File: src/design/utf8_fullwidth_to_halfwidth_defines.svh
// Assertion macros for the fullwidth-to-halfwidth converter.
// Included by the top level; it needs no other file.
`ifndef UTF8_FULLWIDTH_TO_HALFWIDTH_DEFINES_SVH
`define UTF8_FULLWIDTH_TO_HALFWIDTH_DEFINES_SVH

// The consequent must hold in the same cycle as the antecedent.
`define FW_ASSERT_NOW(label, clk, rst, ante, cons, msg) \
  label: assert property (@(posedge clk) disable iff (rst) (ante) |-> (cons)) \
    else $error(msg);

// The consequent must hold in the cycle after the antecedent.
`define FW_ASSERT_NEXT(label, clk, rst, ante, cons, msg) \
  label: assert property (@(posedge clk) disable iff (rst) (ante) |=> (cons)) \
    else $error(msg);

`endif

File: src/design/fw2hw_pkg.sv
// Shared types and constants for the fullwidth-to-halfwidth converter.
// Used by every module of the block; depends on nothing.
`timescale 1ns / 1ps
`default_nettype none

package fw2hw_pkg;

  // Byte classification.
  localparam logic [7:0] LEAD_MASK = 8'hF0;
  localparam logic [7:0] LEAD_CODE = 8'hE0;
  localparam logic [7:0] NIBBLE_MASK = 8'h0F;
  localparam logic [7:0] CONT_MASK = 8'h3F;

  // Code points and their replacements.
  localparam logic [15:0] CP_IDEO_SPACE = 16'h3000;
  localparam logic [7:0] ASCII_SPACE = 8'h20;
  localparam logic [15:0] CP_FW_FIRST = 16'hFF01;
  localparam logic [15:0] CP_FW_LAST = 16'hFF5E;
  localparam logic [15:0] CP_FW_OFFSET = 16'hFEE0;
  localparam logic [7:0] ASCII_COMMA = 8'h2C;
  localparam logic [7:0] ASCII_QUESTION = 8'h3F;
  localparam logic [7:0] ASCII_EXCLAIM = 8'h21;

  // Output queue sizing.
  localparam int RUN_MAX = 3;
  localparam int OUTQ_DEPTH = 8;
  localparam int OUTQ_AW = 3;
  localparam int OUTQ_LW = 4;
  localparam int OUTQ_SPACE_LIMIT = OUTQ_DEPTH - RUN_MAX;

  typedef enum logic [1:0] {
    PH_IDLE   = 2'd0,
    PH_LEAD   = 2'd1,
    PH_SECOND = 2'd2
  } phase_t;

  typedef struct packed {
    logic [7:0] in_byte;
    logic       end_of_text;
  } in_item_t;

  typedef struct packed {
    logic [7:0] out_byte;
    logic       last_of_run;
    logic       text_done;
  } out_item_t;

  // Result bytes produced by one input byte; items[0] goes out first.
  typedef struct packed {
    logic [1:0]                 count;
    out_item_t [RUN_MAX-1:0]    items;
  } run_t;

  typedef struct packed {
    logic [OUTQ_LW-1:0] level;
    logic               room;
  } outq_status_t;

endpackage

`default_nettype wire

File: src/design/fw2hw_decode.sv
// Group tracking and code point conversion for one input byte.
// Depends on fw2hw_pkg; feeds its run of result bytes to fw2hw_outq.
`timescale 1ns / 1ps
`default_nettype none

module fw2hw_decode
  import fw2hw_pkg::*;
(
  input  logic     clk,
  input  logic     rst,
  input  logic     take,
  input  in_item_t item,
  output run_t     run
);

  phase_t     phase;
  phase_t     phase_next;
  logic [7:0] lead_byte;
  logic [7:0] lead_byte_next;
  logic [7:0] second_byte;
  logic [7:0] second_byte_next;

  always_comb begin
    phase_next       = phase;
    lead_byte_next   = lead_byte;
    second_byte_next = second_byte;
    case (phase)
      PH_IDLE: begin
        if ((item.in_byte & LEAD_MASK) == LEAD_CODE && !item.end_of_text) begin
          lead_byte_next = item.in_byte;
          phase_next     = PH_LEAD;
        end
      end
      PH_LEAD: begin
        if (item.end_of_text) begin
          phase_next = PH_IDLE;
        end else begin
          second_byte_next = item.in_byte;
          phase_next       = PH_SECOND;
        end
      end
      default: begin
        phase_next = PH_IDLE;
      end
    endcase
  end

  always_comb begin
    logic [7:0]  b;
    logic [15:0] cp;
    logic [7:0]  half;
    logic [7:0]  lead_lo;
    logic [7:0]  second_lo;
    logic [7:0]  b_lo;
    b         = item.in_byte;
    lead_lo   = lead_byte & NIBBLE_MASK;
    second_lo = second_byte & CONT_MASK;
    b_lo      = b & CONT_MASK;
    cp        = {lead_lo[3:0], second_lo[5:0], b_lo[5:0]};
    half      = 8'((cp - CP_FW_OFFSET) & 16'h00FF);
    run       = '0;
    case (phase)
      PH_IDLE: begin
        if ((b & LEAD_MASK) != LEAD_CODE || item.end_of_text) begin
          run.items[0].out_byte = b;
          run.count             = 2'd1;
        end
      end
      PH_LEAD: begin
        if (item.end_of_text) begin
          // The text ends inside the group: flush what is held.
          run.items[0].out_byte = lead_byte;
          run.items[1].out_byte = b;
          run.count             = 2'd2;
        end
      end
      default: begin
        if (cp == CP_IDEO_SPACE) begin
          run.items[0].out_byte = ASCII_SPACE;
          run.count             = 2'd1;
        end else if (cp >= CP_FW_FIRST && cp <= CP_FW_LAST &&
                     half != ASCII_COMMA && half != ASCII_QUESTION &&
                     half != ASCII_EXCLAIM) begin
          run.items[0].out_byte = half;
          run.count             = 2'd1;
        end else begin
          run.items[0].out_byte = lead_byte;
          run.items[1].out_byte = second_byte;
          run.items[2].out_byte = b;
          run.count             = 2'd3;
        end
      end
    endcase
    for (int i = 0; i < RUN_MAX; i++) begin
      if (2'(i) == run.count - 2'd1) begin
        run.items[i].last_of_run = 1'b1;
        run.items[i].text_done   = item.end_of_text;
      end
    end
  end

  always_ff @(posedge clk) begin
    if (rst) begin
      phase       <= PH_IDLE;
      lead_byte   <= '0;
      second_byte <= '0;
    end else if (take) begin
      phase       <= phase_next;
      lead_byte   <= lead_byte_next;
      second_byte <= second_byte_next;
    end
  end

endmodule

`default_nettype wire

File: src/design/fw2hw_outq.sv
// Output byte queue: takes a run of up to three bytes per cycle, gives one.
// Depends on fw2hw_pkg.
`timescale 1ns / 1ps
`default_nettype none

module fw2hw_outq
  import fw2hw_pkg::*;
(
  input  logic         clk,
  input  logic         rst,
  input  logic         push,
  input  run_t         run,
  input  logic         pop,
  output out_item_t    head,
  output outq_status_t status
);

  out_item_t          slots [OUTQ_DEPTH];
  logic [OUTQ_AW-1:0] wr_ptr;
  logic [OUTQ_AW-1:0] rd_ptr;
  logic [OUTQ_LW-1:0] level;
  logic [1:0]         push_n;

  assign push_n        = push ? run.count : 2'd0;
  assign head          = slots[rd_ptr];
  assign status.level  = level;
  assign status.room   = level <= OUTQ_LW'(OUTQ_SPACE_LIMIT);

  always_ff @(posedge clk) begin
    for (int i = 0; i < RUN_MAX; i++) begin
      if (2'(i) < push_n) begin
        slots[wr_ptr + OUTQ_AW'(i)] <= run.items[i];
      end
    end
  end

  always_ff @(posedge clk) begin
    if (rst) begin
      wr_ptr <= '0;
      rd_ptr <= '0;
      level  <= '0;
    end else begin
      wr_ptr <= wr_ptr + OUTQ_AW'(push_n);
      rd_ptr <= rd_ptr + OUTQ_AW'(pop);
      level  <= level + OUTQ_LW'(push_n) - OUTQ_LW'(pop);
    end
  end

endmodule

`default_nettype wire

File: src/design/utf8_fullwidth_to_halfwidth.sv
// Channel  | Signals                        | Carries
// in       | in_valid, in_ready, in_item    | one text byte and its end flag
// out      | out_valid, out_ready, out_item | one converted byte and run flags
//
// An accepted byte is held in the staging register, where it is decoded and its
// run of zero to three bytes is written to an eight-entry queue once the queue
// has room; the first result byte is then offered at the queue head.
// One byte per cycle is sustained in both directions while out_ready is high; the
// staging register holds its byte while the queue has fewer than three free entries.
// Reset (rst, synchronous) empties the queue and closes any open group.
// Depends on fw2hw_pkg, fw2hw_decode, fw2hw_outq and the defines header.
`timescale 1ns / 1ps
`default_nettype none
`include "utf8_fullwidth_to_halfwidth_defines.svh"

module utf8_fullwidth_to_halfwidth
  import fw2hw_pkg::*;
(
  input  logic      clk,
  input  logic      rst,
  input  logic      in_valid,
  output logic      in_ready,
  input  in_item_t  in_item,
  output logic      out_valid,
  input  logic      out_ready,
  output out_item_t out_item
);

  logic         s1_valid;
  in_item_t     s1_item;
  logic         s1_take;
  logic         pop;
  run_t         run;
  outq_status_t q_status;

  assign s1_take   = s1_valid && q_status.room;
  assign in_ready  = !s1_valid || q_status.room;
  assign out_valid = q_status.level != '0;
  assign pop       = out_valid && out_ready;

  always_ff @(posedge clk) begin
    if (rst) begin
      s1_valid <= 1'b0;
    end else if (in_ready) begin
      s1_valid <= in_valid;
    end
  end

  always_ff @(posedge clk) begin
    if (in_valid && in_ready) begin
      s1_item <= in_item;
    end
  end

  fw2hw_decode u_decode (
    .clk  (clk),
    .rst  (rst),
    .take (s1_take),
    .item (s1_item),
    .run  (run)
  );

  fw2hw_outq u_outq (
    .clk    (clk),
    .rst    (rst),
    .push   (s1_take),
    .run    (run),
    .pop    (pop),
    .head   (out_item),
    .status (q_status)
  );

  // The queue never holds more bytes than it has entries.
  `FW_ASSERT_NOW(a_level_bound, clk, rst, 1'b1, q_status.level <= OUTQ_LW'(OUTQ_DEPTH), "output queue overflow")
  // A decoded run that produces bytes makes a result available next cycle.
  `FW_ASSERT_NEXT(a_run_shows, clk, rst, s1_take && run.count != 2'd0, out_valid, "run bytes lost")
  // An end-of-text byte always yields at least one result byte.
  `FW_ASSERT_NOW(a_end_emits, clk, rst, s1_take && s1_item.end_of_text, run.count != 2'd0, "end of text produced no byte")

endmodule

`default_nettype wire
File: config.mk
export PLATFORM = sky130hd
export DESIGN_NAME = utf8_fullwidth_to_halfwidth
export DESIGN_NICKNAME = d
export VERILOG_FILES = /design/src/design/fw2hw_pkg.sv /design/src/design/fw2hw_decode.sv /design/src/design/fw2hw_outq.sv /design/src/design/utf8_fullwidth_to_halfwidth.sv
export VERILOG_INCLUDE_DIRS = /design/src /design/src/design
export SDC_FILE = /design/constraint.sdc
export NUM_CORES = 1
export LEC_CHECK = 0
export ABC_AREA = 1
export BUFFER_PORTS_ARGS = -buffer_cell sky130_fd_sc_hd__buf_2
export CAP_MARGIN = 20
export CORE_MARGIN = 4
export CORE_UTILIZATION = 49
export CTS_CLUSTER_SIZE = 16
export DETAILED_ROUTE_END_ITERATION = 8
export PLACE_DENSITY = 0.64
export REMOVE_ABC_BUFFERS = 1
export SYNTH_ARGS = -nofsm -noshare
export SYNTH_HDL_FRONTEND = slang
export SYNTH_HIERARCHICAL = 1
export SYNTH_SLANG_ARGS = --single-unit
File: constraint.sdc
create_clock -name clk -period 5.8 [get_ports clk]
set_input_delay 0.58 -clock clk [delete_from_list [all_inputs] [get_ports clk]]
set_output_delay 0.58 -clock clk [all_outputs]
set_load 0.01 [all_outputs]
==> run_results.csv <==
group,metric,value,unit
outcome,status,"finished, final reports clean",
die,ios,25,
logic_synthesis,synth_cells,1073,
die,core_area,0.0154,mm²
detailed_routing,ant_nets,0,
clock_network,holdBufCountCts,0,
detailed_routing,wl_per_cell,19.4,µm
sta,hold_violations,0,
sta,max_slew.worst_pin.slew,0.814,ns
clock_network,numCtsBuffers,17,
finish,synthToLayoutAreaGrowth,8.20,%
clock_network,cts_setup_buffers,0,
pwr,pwr-share-clk,36.6,%
pwr,seqPwrFrac,35.8,%
pwr,sw_frac_of_total,33.9,%
logic_synthesis,ys_ff_latch,118,
pwr,leakage,0.00350,µW
clock_network,worstSkewPairLatency,0.42,ns
global_routing,grt_overflow_total,0,
logic_synthesis,syn_avg_cell_area,7.25,µm²
clock_network,post_cts_resized,0,
die,die_w,134,µm
sta,relSlewSlack,45.8,%
finish,drive_gt1_share,9.17,%
sta,layout_worst_path_cycle_share,61.4,%
critical_path,cp_max_fo,17,
critical_path,worstSetupPathType,"flop to flop",
sta,rsz0062_at_grt,"no",
finish,num-fill-cells,1461,
logic_synthesis,yosys.cell_types.count,39,
pwr,peakVddDrop,0.234,mV
global_routing,grt_start_max_net_pins,45,
global_routing,first_global_vias,6681,
clock_network,cts_root_buffer,"clkbuf_16",
logic_synthesis,syn_area,0.00778,mm²
pwr,pwr-share-comb,27.6,%
critical_path,max_stage_delay,0.59,ns
die,row_count,45,
logic_synthesis,synth_warnings,6,
critical_path,start_kind,"flop",
finish,nets,1068,
die,dieArea,0.0180,mm²
placed_design,dpl.cell_count,1237,
sta,period_needed,3.56,ns
clock_network,cts_tree,"yes",
clock_network,cts_max_level,4,
global_routing,grt_pass1_wl,37900,µm
die,die_h,134,µm
die,initial_core_util,50.6,%
critical_path,path_cells,"ha_1 > xnor2_1 > nand2_1 > nand2_1 > nand2_4 > nand2_8 > nand2_4 > nand2_2 > nand3_1 > nor2_1 > inv_1 > nand3_1",
pwr,design_power_total,2780,µW
clock_network,cts_buffer_depth,2,
critical_path,critPathRequiredTime,5.86,ns
detailed_routing,vias,7452,
sta,fin_skew,0.0122,ns
clock_network,cts.clk_slew.worst_paths,0.06,ns
detailed_routing,remaining_drc_errors,0,
pwr,power.density,330,mW/mm²
critical_path,critPathCaptureType,"flop",
finish,final_common_cell,"nand2_1",
sta,tns,0,ns
sta,drv_slew,0,
placed_design,dp_slack,2.30,ns
pwr,p_switching,942,µW
finish,final_util,54.8,%
placed_design,hpwl,16500,µm
global_routing,track_usage,27.9,%
critical_path,cp.arrival,3.62,ns
flow_run,maxCapViolCount,0,
global_routing,antenna_found_initial,0,
detailed_routing,drt_iter0_drc,993,
sta,finalSetupViolCount,0,
finish,mostFrequentLayoutCells,"nand2_1 (312), nand3_1 (129), nor2_1 (94)",
finish,final-instance-count-excl-fill,1269,
finish,diodes,0,
hold_path,hp-class,"primary input to flop",
detailed_routing,via_per_inst,5.87,
placed_design,io_buffers,24,
detailed_routing,drtPass1Iterations,5,
sta,layout_setup_ws,2.24,ns
clock_network,numClockSinks,118,
critical_path,slowest_stage,"nor2_1",
detailed_routing,routed_wl,24600,µm
logic_synthesis,ys_seq_area_share,41.8,%
placed_design,place.gp.congestion,0.943,
sta,max_clock_freq,281,MHz
pwr,p_int,1840,µW
==> cells in the mapped netlist <==
library cell	count	area, µm²
a21oi_1	23	115
a21oi_2	1	8.76
a21oi_4	1	16.3
a22o_1	1	8.76
a22oi_1	1	7.51
and2_1	1	6.26
buf_1	13	48.8
buf_2	41	205
buf_6	1	11.3
buf_8	1	15.0
clkbuf_1	20	75.1
clkbuf_2	1	5.00
clkinv_1	5	18.8
dfxtp_1	29	581
edfxtp_1	89	2670
fa_1	2	40.0
ha_1	8	100
inv_1	75	282
inv_2	8	30.0
nand2_1	312	1170
nand2_2	4	25.0
nand2_4	4	45.0
nand2_8	1	20.0
nand3_1	129	646
nand3_2	5	50.1
nand4_1	84	526
nor2_1	94	353
nor2_2	10	62.6
nor2_4	2	22.5
nor2_8	2	40.0
nor3_1	6	30.0
nor3_2	2	20.0
nor3b_1	1	7.51
o21ai_0	66	330
o21ai_1	12	60.1
o21bai_1	4	30.0
o22ai_1	10	62.6
xnor2_1	2	17.5
xor2_1	2	17.5
==> kinds of logic (layout without fill, tap and decap cells) <==
group | Yosys count | after routing | share of synthesized area, %
AO/OA/AOI/OAI | 119 | 119 | 8.22
flip-flops | 118 | 118 | 41.8
XOR/XNOR | 4 | 4 | 0.450
AND/OR/NAND/NOR | 657 | 657 | 38.9
buffers and inverters | 165 | 150 | 8.87
adder cells (fa/ha/maj) | 10 | 10 | 1.80
==> metal layers <==
layer / track usage [%] / share of wire, % / vias up
li1: - / - / 3572
met1: 39.1 / 42 / 3400
met2: 41.4 / 44 / 402
met3: 6.41 / 11 / 78
met4: 12.2 / 3.7 / 0
met5: 0 / 0 / -
==> flip-flops by register name (all words and copies together) (netlist names) <==
name and flops:
u_outq/slots 80, u_outq/rd_ptr 3, u_decode/second_byte 8, s1_valid 1
u_outq/level 4, s1_item 9, u_outq/wr_ptr 3, u_decode/lead_byte 8
u_decode/phase 2
==> critical path: cells and delay by family, from the launching register on <==
kind	cells	cell delay (ns)
buffers and inverters	1	0.33
and+or+nand+nor	9	1.95
adders and majority gates	1	0.25
DFF	1	0.47
xor gates and xnor gates	1	0.19
==> per-stage QoR <==
step	area [µm²]	hold WS [ns]
floorplan	7420	0.436
global placement	7850	0.473
detailed placement	7850	0.462
CTS	8420	0.315
global route	8420	0.312
finish	8420	0.328
==> area by class of cell <==
| cell class | instances | area (µm²) | share of cell area [%] |
|---|---|---|---|
| inverter | 88 | 330 | 3.92 |
| sequential | 118 | 3250 | 38.6 |
| multi-input combinational | 790 | 3840 | 45.6 |
| clock buffer | 22 | 464 | 5.51 |
| timing repair buffer | 30 | 165 | 1.96 |
| tap | 211 | 264 | 3.14 |
| clock inverter | 10 | 105 | 1.25 |
==> worst paths after layout <==
path	startpoint	to	slack (ns)	depth (start not counted)
setup / recovery	s1_item[6]	u_outq/slots[7][5]	2.24	12
hold / removal	in_item[2]	s1_item[2]	0.33	1
setup reg to reg	s1_item[6]	u_outq/slots[7][5]	2.24	12
hold reg to reg	u_decode/lead_byte[4]	u_decode/lead_byte[4]	0.47	2
==> power groups by stage <==
stage          Clock (µW)  Sequential [µW]  Combinational (µW)
3_3_place_gp            0             1010                 752
4_1_cts              1030              993                 764
6_report             1020              993                 768
5_1_grt              1080              997                 862
3_5_place_dp            0             1010                 757
2_1_floorplan           0             1030                 454
Note: power is estimated with default switching activity, not from simulation.
